[src/hw/rtl/hps_pkg.sv]
`timescale 1ns / 1ps
`default_nettype none
// ----------------------------------------------------------------------------
// hps_pkg: shared types and constants of the haptic pattern sequencer
// Frame table geometry, field widths, request and mode codes, and the
// command and status groups between controller and datapath.
// ----------------------------------------------------------------------------
package hps_pkg;

    localparam int MAX_FRAMES  = 32;
    localparam int ADDR_W      = $clog2(MAX_FRAMES);
    localparam int N_W         = $clog2(MAX_FRAMES + 1);
    localparam int TICK_W      = 16;
    localparam int LEVEL_W     = 32;
    localparam int ELAPSED_W   = 40;
    localparam int DELTA_W     = 32;
    localparam int LOOP_W      = 16;
    localparam int SPAN_W      = 32;
    localparam int FCOUNT_W    = 6;
    localparam int REQ_W       = 3;
    localparam int FIDX_W      = 5;
    // sum of all frame ticks fits here
    localparam int TOTAL_W     = TICK_W + N_W;
    localparam int PROD_W      = TOTAL_W + LOOP_W;
    localparam int CMP_W       = ELAPSED_W + PROD_W + SPAN_W;
    localparam int DCNT_W      = $clog2(ELAPSED_W);
    localparam int CNT_W       = (N_W > DCNT_W) ? N_W : DCNT_W;
    localparam int APB_DW      = 32;
    localparam int APB_AW      = 4;

    typedef enum logic [REQ_W-1:0] {
        REQ_LOAD    = 3'd0,
        REQ_ADVANCE = 3'd1,
        REQ_PLAY    = 3'd2,
        REQ_PAUSE   = 3'd3,
        REQ_STOP    = 3'd4,
        REQ_RESTART = 3'd5,
        REQ_SEEK    = 3'd6
    } req_t;

    typedef enum logic [1:0] {
        MODE_LOOP   = 2'd0,
        MODE_SINGLE = 2'd1,
        MODE_LOOP_N = 2'd2,
        MODE_SPAN   = 2'd3
    } mode_t;

    typedef enum logic [1:0] {
        REG_FRAME_COUNT = 2'd0,
        REG_PLAY_MODE   = 2'd1,
        REG_LOOP_COUNT  = 2'd2,
        REG_SPAN_TICKS  = 2'd3
    } reg_idx_t;

    typedef struct packed {
        logic              accept;
        logic              walk_rd;
        logic              walk_find;
        logic [ADDR_W-1:0] rd_addr;
        logic              clr_acc;
        logic              mul;
        logic              div_init;
        logic              div_step;
        logic              find_init;
        logic              set_silent;
        logic              silent_done;
        logic              seek_set;
        logic              lv_take;
        logic              found_take;
        logic              out_load;
    } hps_cmd_t;

    typedef struct packed {
        logic total_zero;
        logic past_end;
    } hps_status_t;

endpackage : hps_pkg
`default_nettype wire

[src/hw/rtl/haptic_pattern_sequencer.sv]
// Steps: load/play/pause go straight to the response; stop/restart read frame 0
//   levels if any frame is active; seek sums the frames below idx, reads idx levels;
//   advance sums n frame ticks, then, unless finished, takes the remainder and searches.
// Throughput: one item at a time; the single-port frame table walk and the
//   bit-serial remainder set the advance time. A result may wait in the output
//   register while the next item is taken. Reset clears player and registers.
`timescale 1ns / 1ps
`default_nettype none
// ----------------------------------------------------------------------------
// haptic_pattern_sequencer: motor vibration pattern player
// APB register file, controller and datapath of the frame sequencer.
// ----------------------------------------------------------------------------
module haptic_pattern_sequencer (
    input  wire logic                           clk,
    input  wire logic                           rst_n,
    input  wire logic                           psel,
    input  wire logic                           penable,
    input  wire logic                           pwrite,
    input  wire logic [hps_pkg::APB_AW-1:0]     paddr,
    input  wire logic [hps_pkg::APB_DW-1:0]     pwdata,
    output logic      [hps_pkg::APB_DW-1:0]     prdata,
    output logic                                pready,
    input  wire logic                           in_valid,
    output logic                                in_stall,
    input  wire logic [hps_pkg::REQ_W-1:0]      req_type,
    input  wire logic [hps_pkg::FIDX_W-1:0]     frame_index,
    input  wire logic [hps_pkg::TICK_W-1:0]     frame_ticks,
    input  wire logic [hps_pkg::LEVEL_W-1:0]    frame_levels,
    input  wire logic [hps_pkg::DELTA_W-1:0]    delta_ticks,
    output logic                                out_valid,
    input  wire logic                           out_stall,
    output logic      [hps_pkg::LEVEL_W-1:0]    motor_levels,
    output logic                                finished
);
    import hps_pkg::*;

    logic [FCOUNT_W-1:0] frame_count_reg;
    logic [1:0]          play_mode_reg;
    logic [LOOP_W-1:0]   loop_count_reg;
    logic [SPAN_W-1:0]   span_reg;
    logic [N_W-1:0]      active_n;
    logic                cfg_wr;
    reg_idx_t            cfg_idx;
    hps_cmd_t            cmd;
    hps_status_t         st;

    assign pready  = 1'b1;
    assign cfg_wr  = psel && penable && pwrite;
    assign cfg_idx = reg_idx_t'(paddr[3:2]);

    // register file
    always_ff @(posedge clk or negedge rst_n)
    begin
        if (!rst_n)
        begin
            frame_count_reg <= '0;
            play_mode_reg   <= MODE_LOOP;
            loop_count_reg  <= LOOP_W'(1);
            span_reg        <= '0;
        end
        else if (cfg_wr)
        begin
            case (cfg_idx)
                REG_FRAME_COUNT: frame_count_reg <= pwdata[FCOUNT_W-1:0];
                REG_PLAY_MODE:   play_mode_reg   <= pwdata[1:0];
                REG_LOOP_COUNT:  loop_count_reg  <= pwdata[LOOP_W-1:0];
                REG_SPAN_TICKS:  span_reg        <= pwdata[SPAN_W-1:0];
                default: ;
            endcase
        end
    end

    // read back
    always_comb
    begin
        case (cfg_idx)
            REG_FRAME_COUNT: prdata = APB_DW'(frame_count_reg);
            REG_PLAY_MODE:   prdata = APB_DW'(play_mode_reg);
            REG_LOOP_COUNT:  prdata = APB_DW'(loop_count_reg);
            REG_SPAN_TICKS:  prdata = APB_DW'(span_reg);
            default:         prdata = '0;
        endcase
    end

    // oversized frame count clamps to the table depth
    assign active_n = (FCOUNT_W'(MAX_FRAMES) < frame_count_reg) ? N_W'(MAX_FRAMES)
                                                                : N_W'(frame_count_reg);

    hps_ctrl u_ctrl (
        .clk         (clk),
        .rst_n       (rst_n),
        .in_valid    (in_valid),
        .in_stall    (in_stall),
        .out_valid   (out_valid),
        .out_stall   (out_stall),
        .req_type    (req_type),
        .frame_index (frame_index),
        .active_n    (active_n),
        .play_mode   (play_mode_reg),
        .st          (st),
        .cmd         (cmd)
    );

    hps_dp u_dp (
        .clk             (clk),
        .rst_n           (rst_n),
        .cmd             (cmd),
        .st              (st),
        .req_type        (req_type),
        .frame_index     (frame_index),
        .frame_ticks     (frame_ticks),
        .frame_levels    (frame_levels),
        .delta_ticks     (delta_ticks),
        .play_mode       (play_mode_reg),
        .loop_count      (loop_count_reg),
        .play_span_ticks (span_reg),
        .motor_levels    (motor_levels),
        .finished        (finished)
    );

endmodule : haptic_pattern_sequencer
`default_nettype wire

[src/hw/rtl/hps_ctrl.sv]
`timescale 1ns / 1ps
`default_nettype none
// ----------------------------------------------------------------------------
// hps_ctrl: sequencing controller
// Accepts one item at a time, walks the frame table, runs the modulo steps
// and hands the result to the output register.
// ----------------------------------------------------------------------------
module hps_ctrl (
    input  wire logic                        clk,
    input  wire logic                        rst_n,
    input  wire logic                        in_valid,
    output logic                             in_stall,
    output logic                             out_valid,
    input  wire logic                        out_stall,
    input  wire logic [hps_pkg::REQ_W-1:0]   req_type,
    input  wire logic [hps_pkg::FIDX_W-1:0]  frame_index,
    input  wire logic [hps_pkg::N_W-1:0]     active_n,
    input  wire logic [1:0]                  play_mode,
    input  wire hps_pkg::hps_status_t        st,
    output hps_pkg::hps_cmd_t                cmd
);
    import hps_pkg::*;

    typedef enum logic [9:0] {
        S_IDLE  = 10'b00_0000_0001,
        S_WALK  = 10'b00_0000_0010,
        S_SEEK  = 10'b00_0000_0100,
        S_MUL   = 10'b00_0000_1000,
        S_CHK   = 10'b00_0001_0000,
        S_DIV   = 10'b00_0010_0000,
        S_FEND  = 10'b00_0100_0000,
        S_LVRD  = 10'b00_1000_0000,
        S_LVSET = 10'b01_0000_0000,
        S_RESP  = 10'b10_0000_0000
    } state_t;

    state_t            state_reg, state_next;
    req_t              req_reg, req_next;
    logic [CNT_W-1:0]  cnt_reg, cnt_next;
    logic [N_W-1:0]    lim_reg, lim_next;
    logic              find_reg, find_next;
    logic [ADDR_W-1:0] lv_addr_reg, lv_addr_next;
    logic              out_valid_reg, out_valid_next;
    req_t              req_in;

    assign req_in    = req_t'(req_type);
    assign in_stall  = (state_reg != S_IDLE);
    assign out_valid = out_valid_reg;

    // next state and commands
    always_comb
    begin
        state_next     = state_reg;
        req_next       = req_reg;
        cnt_next       = cnt_reg;
        lim_next       = lim_reg;
        find_next      = find_reg;
        lv_addr_next   = lv_addr_reg;
        out_valid_next = out_valid_reg && out_stall;
        cmd            = '0;
        cmd.rd_addr    = cnt_reg[ADDR_W-1:0];
        case (state_reg)
            S_IDLE:
            begin
                if (in_valid)
                begin
                    cmd.accept   = 1'b1;
                    req_next     = req_in;
                    cnt_next     = '0;
                    find_next    = 1'b0;
                    lv_addr_next = '0;
                    case (req_in)
                        REQ_ADVANCE:
                        begin
                            cmd.clr_acc = 1'b1;
                            lim_next    = active_n;
                            state_next  = S_WALK;
                        end
                        REQ_STOP, REQ_RESTART:
                        begin
                            state_next = (active_n != '0) ? S_LVRD : S_RESP;
                        end
                        REQ_SEEK:
                        begin
                            if (N_W'(frame_index) < active_n)
                            begin
                                cmd.clr_acc  = 1'b1;
                                lim_next     = N_W'(frame_index);
                                lv_addr_next = ADDR_W'(frame_index);
                                state_next   = S_WALK;
                            end
                            else
                            begin
                                state_next = S_RESP;
                            end
                        end
                        default:
                        begin
                            state_next = S_RESP;
                        end
                    endcase
                end
            end
            // one table read per cycle; the datapath consumes the read data in the next cycle
            S_WALK:
            begin
                if (cnt_reg < CNT_W'(lim_reg))
                begin
                    cmd.walk_rd   = 1'b1;
                    cmd.walk_find = find_reg;
                    cnt_next      = cnt_reg + 1'b1;
                end
                else if (find_reg)
                begin
                    state_next = S_FEND;
                end
                else if (req_reg == REQ_SEEK)
                begin
                    state_next = S_SEEK;
                end
                else
                begin
                    state_next = S_MUL;
                end
            end
            S_SEEK:
            begin
                cmd.seek_set = 1'b1;
                state_next   = S_LVRD;
            end
            S_MUL:
            begin
                cmd.mul    = 1'b1;
                state_next = S_CHK;
            end
            // end-of-playback decisions
            S_CHK:
            begin
                if (active_n == '0)
                begin
                    cmd.set_silent  = 1'b1;
                    cmd.silent_done = 1'b1;
                    state_next      = S_RESP;
                end
                else if (st.total_zero)
                begin
                    cmd.set_silent  = 1'b1;
                    cmd.silent_done = (mode_t'(play_mode) != MODE_LOOP);
                    state_next      = S_RESP;
                end
                else if (st.past_end)
                begin
                    cmd.set_silent  = 1'b1;
                    cmd.silent_done = 1'b1;
                    state_next      = S_RESP;
                end
                else
                begin
                    cmd.div_init = 1'b1;
                    cnt_next     = '0;
                    state_next   = S_DIV;
                end
            end
            // one remainder bit per cycle
            S_DIV:
            begin
                cmd.div_step = 1'b1;
                if (cnt_reg == CNT_W'(ELAPSED_W - 1))
                begin
                    cmd.find_init = 1'b1;
                    cnt_next      = '0;
                    lim_next      = active_n;
                    find_next     = 1'b1;
                    state_next    = S_WALK;
                end
                else
                begin
                    cnt_next = cnt_reg + 1'b1;
                end
            end
            S_FEND:
            begin
                cmd.found_take = 1'b1;
                state_next     = S_RESP;
            end
            S_LVRD:
            begin
                cmd.rd_addr = lv_addr_reg;
                state_next  = S_LVSET;
            end
            S_LVSET:
            begin
                cmd.lv_take = 1'b1;
                state_next  = S_RESP;
            end
            S_RESP:
            begin
                if (!out_valid_reg || !out_stall)
                begin
                    cmd.out_load   = 1'b1;
                    out_valid_next = 1'b1;
                    state_next     = S_IDLE;
                end
            end
            default:
            begin
                state_next = S_IDLE;
            end
        endcase
    end

    // control registers
    always_ff @(posedge clk or negedge rst_n)
    begin
        if (!rst_n)
        begin
            state_reg     <= S_IDLE;
            req_reg       <= REQ_LOAD;
            cnt_reg       <= '0;
            lim_reg       <= '0;
            find_reg      <= 1'b0;
            lv_addr_reg   <= '0;
            out_valid_reg <= 1'b0;
        end
        else
        begin
            state_reg     <= state_next;
            req_reg       <= req_next;
            cnt_reg       <= cnt_next;
            lim_reg       <= lim_next;
            find_reg      <= find_next;
            lv_addr_reg   <= lv_addr_next;
            out_valid_reg <= out_valid_next;
        end
    end

endmodule : hps_ctrl
`default_nettype wire

[src/hw/rtl/hps_dp.sv]
`timescale 1ns / 1ps
`default_nettype none
// ----------------------------------------------------------------------------
// hps_dp: sequencer datapath
// Frame tables, elapsed counter, tick sum, serial modulo, frame search and
// the output register.
// ----------------------------------------------------------------------------
module hps_dp (
    input  wire logic                          clk,
    input  wire logic                          rst_n,
    input  wire hps_pkg::hps_cmd_t             cmd,
    output hps_pkg::hps_status_t               st,
    input  wire logic [hps_pkg::REQ_W-1:0]     req_type,
    input  wire logic [hps_pkg::FIDX_W-1:0]    frame_index,
    input  wire logic [hps_pkg::TICK_W-1:0]    frame_ticks,
    input  wire logic [hps_pkg::LEVEL_W-1:0]   frame_levels,
    input  wire logic [hps_pkg::DELTA_W-1:0]   delta_ticks,
    input  wire logic [1:0]                    play_mode,
    input  wire logic [hps_pkg::LOOP_W-1:0]    loop_count,
    input  wire logic [hps_pkg::SPAN_W-1:0]    play_span_ticks,
    output logic [hps_pkg::LEVEL_W-1:0]        motor_levels,
    output logic                               finished
);
    import hps_pkg::*;

    logic [TICK_W-1:0]    tick_mem_reg [MAX_FRAMES];
    logic [LEVEL_W-1:0]   lev_mem_reg  [MAX_FRAMES];
    logic [TICK_W-1:0]    rd_tick_reg;
    logic [LEVEL_W-1:0]   rd_lev_reg;

    logic [ELAPSED_W-1:0] elapsed_reg, elapsed_next;
    logic                 running_reg, running_next;
    logic [LEVEL_W-1:0]   levels_reg, levels_next;
    logic                 done_reg, done_next;
    logic                 issue_d_reg, find_d_reg, found_reg, found_next;

    logic [TOTAL_W-1:0]   acc_reg;
    logic [PROD_W-1:0]    prod_reg;
    logic [TOTAL_W-1:0]   rem_reg;
    logic [ELAPSED_W-1:0] quo_reg;
    logic [TOTAL_W-1:0]   cum_reg;
    logic [LEVEL_W-1:0]   lev_sel_reg;
    logic [LEVEL_W-1:0]   out_levels_reg;
    logic                 out_fin_reg;

    req_t                 req_in;
    logic [ELAPSED_W:0]   add_sum;
    logic [TOTAL_W:0]     div_try;
    logic [TOTAL_W-1:0]   rem_step;
    logic [TOTAL_W:0]     find_end;
    logic                 find_hit;

    assign req_in       = req_t'(req_type);
    assign motor_levels = out_levels_reg;
    assign finished     = out_fin_reg;

    // frame tables, registered read
    always_ff @(posedge clk)
    begin
        if (cmd.accept && req_in == REQ_LOAD)
        begin
            tick_mem_reg[ADDR_W'(frame_index)] <= frame_ticks;
            lev_mem_reg[ADDR_W'(frame_index)]  <= frame_levels;
        end
        rd_tick_reg <= tick_mem_reg[cmd.rd_addr];
        rd_lev_reg  <= lev_mem_reg[cmd.rd_addr];
    end

    // saturating advance
    assign add_sum = {1'b0, elapsed_reg} + (ELAPSED_W + 1)'(delta_ticks);

    // restoring remainder step
    assign div_try  = {rem_reg, quo_reg[ELAPSED_W-1]};
    assign rem_step = (div_try >= {1'b0, acc_reg}) ? TOTAL_W'(div_try - {1'b0, acc_reg})
                                                   : TOTAL_W'(div_try);

    // frame window test
    assign find_end = {1'b0, cum_reg} + (TOTAL_W + 1)'(rd_tick_reg);
    assign find_hit = (rd_tick_reg != '0) && ({1'b0, rem_reg} < find_end);

    // end-of-playback status
    always_comb
    begin
        st.total_zero = (acc_reg == '0);
        case (mode_t'(play_mode))
            MODE_SINGLE: st.past_end = CMP_W'(elapsed_reg) >= CMP_W'(acc_reg);
            MODE_LOOP_N: st.past_end = (loop_count == '0)
                                       || (CMP_W'(elapsed_reg) >= CMP_W'(prod_reg));
            MODE_SPAN:   st.past_end = (play_span_ticks == '0)
                                       || (CMP_W'(elapsed_reg) >= CMP_W'(play_span_ticks));
            default:     st.past_end = 1'b0;
        endcase
    end

    // player state update
    always_comb
    begin
        elapsed_next = elapsed_reg;
        running_next = running_reg;
        levels_next  = levels_reg;
        done_next    = done_reg;
        found_next   = found_reg;
        if (cmd.accept)
        begin
            case (req_in)
                REQ_ADVANCE:
                begin
                    if (running_reg)
                        elapsed_next = add_sum[ELAPSED_W] ? '1 : add_sum[ELAPSED_W-1:0];
                end
                REQ_PLAY:  running_next = 1'b1;
                REQ_PAUSE: running_next = 1'b0;
                REQ_STOP, REQ_RESTART:
                begin
                    running_next = (req_in == REQ_RESTART);
                    elapsed_next = '0;
                    levels_next  = '0;
                    done_next    = 1'b0;
                end
                default: ;
            endcase
        end
        if (cmd.seek_set)
        begin
            elapsed_next = ELAPSED_W'(acc_reg);
            done_next    = 1'b0;
        end
        if (cmd.set_silent)
        begin
            levels_next = '0;
            done_next   = cmd.silent_done;
        end
        if (cmd.lv_take)
            levels_next = rd_lev_reg;
        if (cmd.found_take)
        begin
            levels_next = lev_sel_reg;
            done_next   = 1'b0;
        end
        if (cmd.find_init)
            found_next = 1'b0;
        else if (issue_d_reg && find_d_reg && !found_reg && find_hit)
            found_next = 1'b1;
    end

    always_ff @(posedge clk or negedge rst_n)
    begin
        if (!rst_n)
        begin
            elapsed_reg <= '0;
            running_reg <= 1'b0;
            levels_reg  <= '0;
            done_reg    <= 1'b0;
            issue_d_reg <= 1'b0;
            find_d_reg  <= 1'b0;
            found_reg   <= 1'b0;
        end
        else
        begin
            elapsed_reg <= elapsed_next;
            running_reg <= running_next;
            levels_reg  <= levels_next;
            done_reg    <= done_next;
            issue_d_reg <= cmd.walk_rd;
            find_d_reg  <= cmd.walk_find;
            found_reg   <= found_next;
        end
    end

    // working registers: sum, product, remainder, search, output
    always_ff @(posedge clk)
    begin
        if (cmd.clr_acc)
            acc_reg <= '0;
        else if (issue_d_reg && !find_d_reg)
            acc_reg <= acc_reg + TOTAL_W'(rd_tick_reg);

        if (cmd.mul)
            prod_reg <= PROD_W'(acc_reg) * PROD_W'(loop_count);

        if (cmd.div_init)
        begin
            rem_reg <= '0;
            quo_reg <= elapsed_reg;
        end
        else if (cmd.div_step)
        begin
            rem_reg <= rem_step;
            quo_reg <= {quo_reg[ELAPSED_W-2:0], 1'b0};
        end

        if (cmd.find_init)
        begin
            cum_reg     <= '0;
            lev_sel_reg <= '0;
        end
        else if (issue_d_reg && find_d_reg && !found_reg)
        begin
            if (find_hit)
                lev_sel_reg <= rd_lev_reg;
            else
                cum_reg <= TOTAL_W'(find_end);
        end

        if (cmd.out_load)
        begin
            out_levels_reg <= levels_reg;
            out_fin_reg    <= done_reg;
        end
    end

endmodule : hps_dp
`default_nettype wire
[config.mk]
export PLATFORM = sky130hd
export DESIGN_NAME = haptic_pattern_sequencer
export DESIGN_NICKNAME = d
export VERILOG_FILES = /design/src/hw/rtl/hps_pkg.sv /design/src/hw/rtl/haptic_pattern_sequencer.sv /design/src/hw/rtl/hps_ctrl.sv /design/src/hw/rtl/hps_dp.sv
export SDC_FILE = /design/constraint.sdc
export NUM_CORES = 2
export LEC_CHECK = 0
export BUFFER_PORTS_ARGS = -buffer_cell sky130_fd_sc_hd__buf_4
export CAP_MARGIN = 20
export CORE_ASPECT_RATIO = 0.8
export CORE_UTILIZATION = 57
export CTS_CLUSTER_DIAMETER = 50
export DETAILED_ROUTE_END_ITERATION = 16
export PLACE_DENSITY = 0.8
export SLEW_MARGIN = 20
export SYNTH_ARGS = -nofsm -noshare
export SYNTH_HDL_FRONTEND = slang
export SYNTH_SLANG_ARGS = --single-unit
[constraint.sdc]
create_clock -name clk -period 6 [get_ports clk]
set_input_delay 0.9 -clock clk [delete_from_list [all_inputs] [get_ports clk]]
set_output_delay 0.9 -clock clk [all_outputs]
set_load 0.05 [all_outputs]
# Yosys cells after proc, flatten, opt, wreduce, memory -nomap -nowiden
# Memory sizes are Yosys's and may differ from the RTL's. A register that Yosys moved wholly into a read port is not among the register bits.
# Index checks and enable logic that the tools add are counted.
# Widths: inputs -> output; s select.
# classes
n_eq_ne,36
n_lt_le_gt_ge,8
mul,1
bitwise,1
n_reduce_logical,53
n_mux,83
add_sub_neg,5
# ops
cell,n
$mux 40,6
$mux 32,5
$pmux 32 s4,1
$mux 10,9
$pmux 10 s9,1
$pmux 40 s2,1
$mux 6,10
$add 40x32->41,1
$ge 40x22->1,1
$ge 40x32->1,1
$ge 40x38->1,1
$mul 22x16->38,1
$logic_not 32->1,1
$pmux 10 s3,1
$mux 1,29
$pmux 6 s2,2
$pmux 6 s4,1
$add 22x16->23,1
$ge 23x22->1,1
$lt 22x23->1,1
$add 22x16->22,1
$logic_not 22->1,1
$mux 22,1
$sub 22x22->22,1
50 further kinds,108
# word_totals
in_bits,131
output_inout_bits,68
memories,2
reg_bits,374
mem_bits_rw,1536
elab_cells,215
# mem_list
memory,depth,word_bits,read_ports,rd_ports_with_merged_regs,wr,line,text
u_dp.lev_mem_reg,32,32,1,1,1,hps_dp.sv:27,logic [LEVEL_W-1:0] lev_mem_reg [MAX_FRAMES];
u_dp.tick_mem_reg,32,16,1,1,1,hps_dp.sv:26,logic [TICK_W-1:0] tick_mem_reg [MAX_FRAMES];

# Longest topological paths before layout
# depth
depth_word,10
mapped_depth,26
depth_no_buf,24

# Cells and area by module
# From an unflattened synthesis, not the netlist that was laid out.
# hier_totals
hier_cells,5924
hier_area_um2,93395.8
# by_module_without_submodules
mod,cells_each,instances,area_each_um2,seq_area_each_um2
hps_dp,5504,1,88610.0,54307.1
haptic_pattern_sequencer,186,1,2627.5,1402.6
hps_ctrl,234,1,2158.3,802.0

# Worst setup path before layout
# OpenSTA, ideal clock, no wires.
# synth_path
path_kind,register to register
from,register u_dp.acc_reg[13]
to,"register u_dp.prod_reg[37], data pin"
setup_time_ns,0.259
path_buffers,2
slack_ns,-0.308
arrival_time_ns,6.049
path_stages_with_launch,26
period_less_slack_ns,6.308
t_required_ns,5.741
cell_sequence,dfxtp_1 > clkbuf_1 > clkbuf_1 > nand2_1 > fa_1 > inv_1 > fa_1 > inv_1 > fa_1 > inv_1 > fa_1 > fa_1 > inv_1 > fa_1 > inv_1 > ha_1 > a21oi_1 > a21oi_1 > nor3b_1 > o21ai_0 > a21oi_1 > a21oi_1 > a21bo_2 > a21oi_1 > a21oi_1 > xnor2_1
# synth_between
elab_chain_cells,1
# synth_lines
element,line,text
start: declaration,hps_dp.sv:37,logic [TOTAL_W-1:0] acc_reg;
start signal: assignment,hps_dp.sv:176,acc_reg <= acc_reg + TOTAL_W'(rd_tick_reg);
$mul 22x16->38,hps_dp.sv:179,prod_reg <= PROD_W'(acc_reg) * PROD_W'(loop_count);
end signal: assignment,hps_dp.sv:179,
end: declaration,hps_dp.sv:38,logic [PROD_W-1:0] prod_reg;
# Every way passes these cells.
# A chain may end at the register's enable or synchronous reset.

# Worst setup path in the final report
# layout_path
from,register loop_count_reg[1]
to,"register u_dp.prod_reg[36], data pin"
# layout_between
elab_chain_cells,1
# layout_lines
element,line,text
start: declaration,haptic_pattern_sequencer.sv:39,logic [LOOP_W-1:0] loop_count_reg;
start signal: assignment,haptic_pattern_sequencer.sv:66,REG_LOOP_COUNT: loop_count_reg <= pwdata[LOOP_W-1:0];
$mul 22x16->38,hps_dp.sv:179,
# Every way passes these cells.

==> flow_summary.ini <==
[run_status]
status = finished with violations
violations = negative setup slack

[clock_tree]
clock_latency_ns = 0.84
hold_buffers = 0
cts_tree = done
cts_buffer_depth = 3
h-tree-depth = 4
clock_sinks = 1958
clkTransAtPathRegs_ns = 0.07
root_buffer = clkbuf_16
cts_buffers = 189

[synthesis]
ys_types = 83
synth_top_area_share = 0.519
syn_area_um2 = 95300
async_flop_share = 0.0843
synth_largest_area_cell = edfxtp_1
syn_avg_cell_area_um2 = 12.2
synth-edff-count = 1647
ys_warn_count = 0
synthCells = 7787
yosysMostFrequentCell = edfxtp_1
synth-seq-area-share = 0.593
synth_common_cells = edfxtp_1, nand2_1, a211oi_1
synth_ff_type = edfxtp_1
ys_ff_latch = 1958
synth.area.top_cells = edfxtp_1, fa_1, nand2_1
synth_nets = 8519

[setup_path]
startpoint_type = flip-flop
worst-r2r-cell-count = 24
critical_path_buf_inv_count = 6
cp.required_ns = 6.55
cp-endpoint = u_dp.prod_reg[36]$_DFFE_PP_
cp-end-kind = flip-flop
rrSetupSlack_ns = -0.19
critPathSlowestCell = fa_2
cp.depth = 24
critPathTopFamily = adder cells
slowest_delay_ns = 0.56
critical_path_class = flip-flop to flip-flop
critical_path.most_common_cell = inv_1
crit_start = loop_count_reg[1]$_DFFE_PN0P_
r2r-end = u_dp.prod_reg[36]$_DFFE_PP_
crit_chain = nand2_1 > fa_1 > inv_1 > fa_1 > inv_1 > fa_1 > inv_1 > fa_2 > inv_1 > fa_2 > fa_1 > inv_1 > ha_4 > nand4_1 > nor2_2 > buf_4 > o21ai_2 > a31o_4 > a31oi_4 > nor4_4 > nor3_2 > a41o_1 > o41a_1 > xor2_1
critPathArrivalTime_ns = 6.74
r2r_start = loop_count_reg[1]$_DFFE_PN0P_
cp_max_fo = 7

[sta]
drv_slew = 0
min_period_over_period = 1.03
fin_skew_ns = 0.0548
final-setup-viol-count = 8
finalHoldViolCount = 0
min_period_ns = 6.19
layout_setup_ws_ns = -0.192
rsz0062_at_grt = yes
worst_slew_pin_slew_ns = 1.25
fin_hold_ws_ns = 0.0889
max_freq_ghz = 0.161
slew_headroom = 0.169

[grt]
grt_pass1_wl_mm = 393
grtUsageTotal = 0.310
grt_max_degree = 138
grt_overflow = 0
grt_pass1_vias = 63778
antenna_found_initial = 15

[die]
core_area_um2 = 165000
dieArea_um2 = 169000
row_count = 133
boundaryPins = 199
die_h_um = 368
fp.dieW_um = 459
start_util = 0.577

[placed_design]
dp_hpwl_mm = 164
place_congestion = 0.968
portBuffers = 195
place_inst = 10053
pre_cts_slack_ns = -0.451
placed_area_um2 = 101000

[layout]
final_cells = 10446
nNetsFinal = 8775
area_delta_synth_final_pct = 13.8
stdcell_area_um2 = 108000
drive_gt1_frac = 0.133
fill_cells = 11402
largest_reg_flops = 1024
multi_input_area_um2 = 35900
area.sequential_um2 = 56500

[detailed_routing]
routed_wl_mm = 266
ant_nets = 0
drtIter0Drc = 9571
routed-via-count = 66672
via_per_inst = 6.38
drt_pass1_iterations = 7
wl_per_cell_um = 25.4
drcViolationCount = 0

[pwr]
p_per_area_nw_per_um2 = 466
vdd_drop_max_mv = 1.03
p_leak_nw = 40.8

[flow_run]
drv_cap = 0

[worst_hold_path]
hold_class = input pin to async pin
-- report_power, final --
group          switching (mW)  total, mW  internal [mW]  leakage (nW)
clock network            5.36       12.1           6.75          3.09
registers                1.00       16.7           15.7          18.2
logic                    12.4       21.7           9.34          19.5
total                    18.7       50.5           31.8          40.8
-- worst min path at each step --
stage	start	endpoint	slack [ns]	depth (start not counted)
floorplan	u_dp.done_reg$_DFFE_PN0P_	u_dp.finished$_DFFE_PP_	0.43	0
global placement	u_dp.lev_sel_reg[1]$_SDFFE_PP0P_	u_dp.lev_sel_reg[1]$_SDFFE_PP0P_	0.44	2
detailed placement	u_dp.levels_reg[16]$_DFFE_PN0P_	u_dp.motor_levels[16]$_DFFE_PP_	0.44	0
CTS	rst_n	u_dp.elapsed_reg[22]$_DFFE_PN0P_	0.08	1
global route	rst_n	u_dp.elapsed_reg[22]$_DFFE_PN0P_	0.15	1
finish	rst_n	u_dp.elapsed_reg[22]$_DFFE_PN0P_	0.09	1
-- per-layer routing --
metal / up-vias / global-route usage / wire (um)
met5: - / 0 / 67
met1: 32897 / 0.458 / 107000
met3: 618 / 0.0821 / 36300
met2: 4139 / 0.443 / 114000
li1: 29008 / - / -
met4: 10 / 0.106 / 8460
-- cell families (layout without fill, tap and decap cells) --
group           Yosys count  after routing  synth area share
other cells               1              9         0.0000393
xor+xnor                104            104           0.00956
mux                     140            140            0.0159
buf+inv                 960           1384            0.0398
fa+ha+maj               601            601             0.101
simple gates           2366           2366             0.118
flops                  1958           1958             0.593
compound gates         1657           1657             0.123
-- layout by cell type (no fill, tap or decap), types with 85 or more instances in the layout --
cell type  count
edfxtp_1    1647
nand2_1     1226
a211oi_1     596
and2_1       538
buf_4        486
inv_1        462
ha_1         302
fa_1         268
a31oi_1      209
a311oi_1     197
clkbuf_16    192
a21oi_1      178
dfrtp_1      158
o21ai_0      150
nor2_1       144
dfxtp_1      134
nor4_1        85
-- cell type report --
class | instances | area share
Inverter | 468 | 0.0162
Clock buffer | 255 | 0.0480
Multi-Input combinational cell | 4869 | 0.331
Tap cell | 2227 | 0.0257
Clock inverter | 104 | 0.0109
Sequential cell | 1958 | 0.521
Antenna cell | 8 | 0.000185
Timing Repair Buffer | 557 | 0.0465
-- worst reg2reg max path, cell delays in order, from the launching register on --
cell     delay (ns)
dfrtp_2        0.53
nand2_1        0.13
fa_1           0.54
inv_1          0.05
fa_1           0.53
inv_1          0.06
fa_1           0.50
inv_1          0.06
fa_2           0.56
inv_1          0.06
fa_2           0.53
fa_1           0.41
inv_1          0.12
ha_4           0.21
nand4_1        0.12
nor2_2         0.06
buf_4          0.14
o21ai_2        0.07
a31o_4         0.21
a31oi_4        0.10
nor4_4         0.15
nor3_2         0.07
a41o_1         0.20
o41a_1         0.34
xor2_1         0.19
-- what timing repair did --
item / in CTS / in global routing
setup endpoints to repair: 14 / 16
buffers inserted: 19 / 5
gates cloned: 1 / 0
pin swaps: 43 / 31
resized for setup: 75 / 39
-- per-stage QoR --
stage | utilization | setup TNS (ns) | power [mW]
3_3_place_gp | 0.613 | -2.55 | 35.4
2_1_floorplan | - | 0 | 28.6
5_1_grt | 0.656 | -2.85 | 53.0
6_report | 0.656 | -0.892 | 50.5
4_1_cts | 0.655 | -0.357 | 49.3
3_5_place_dp | 0.613 | -2.75 | 35.9
Power figures use the tool's default switching activity.
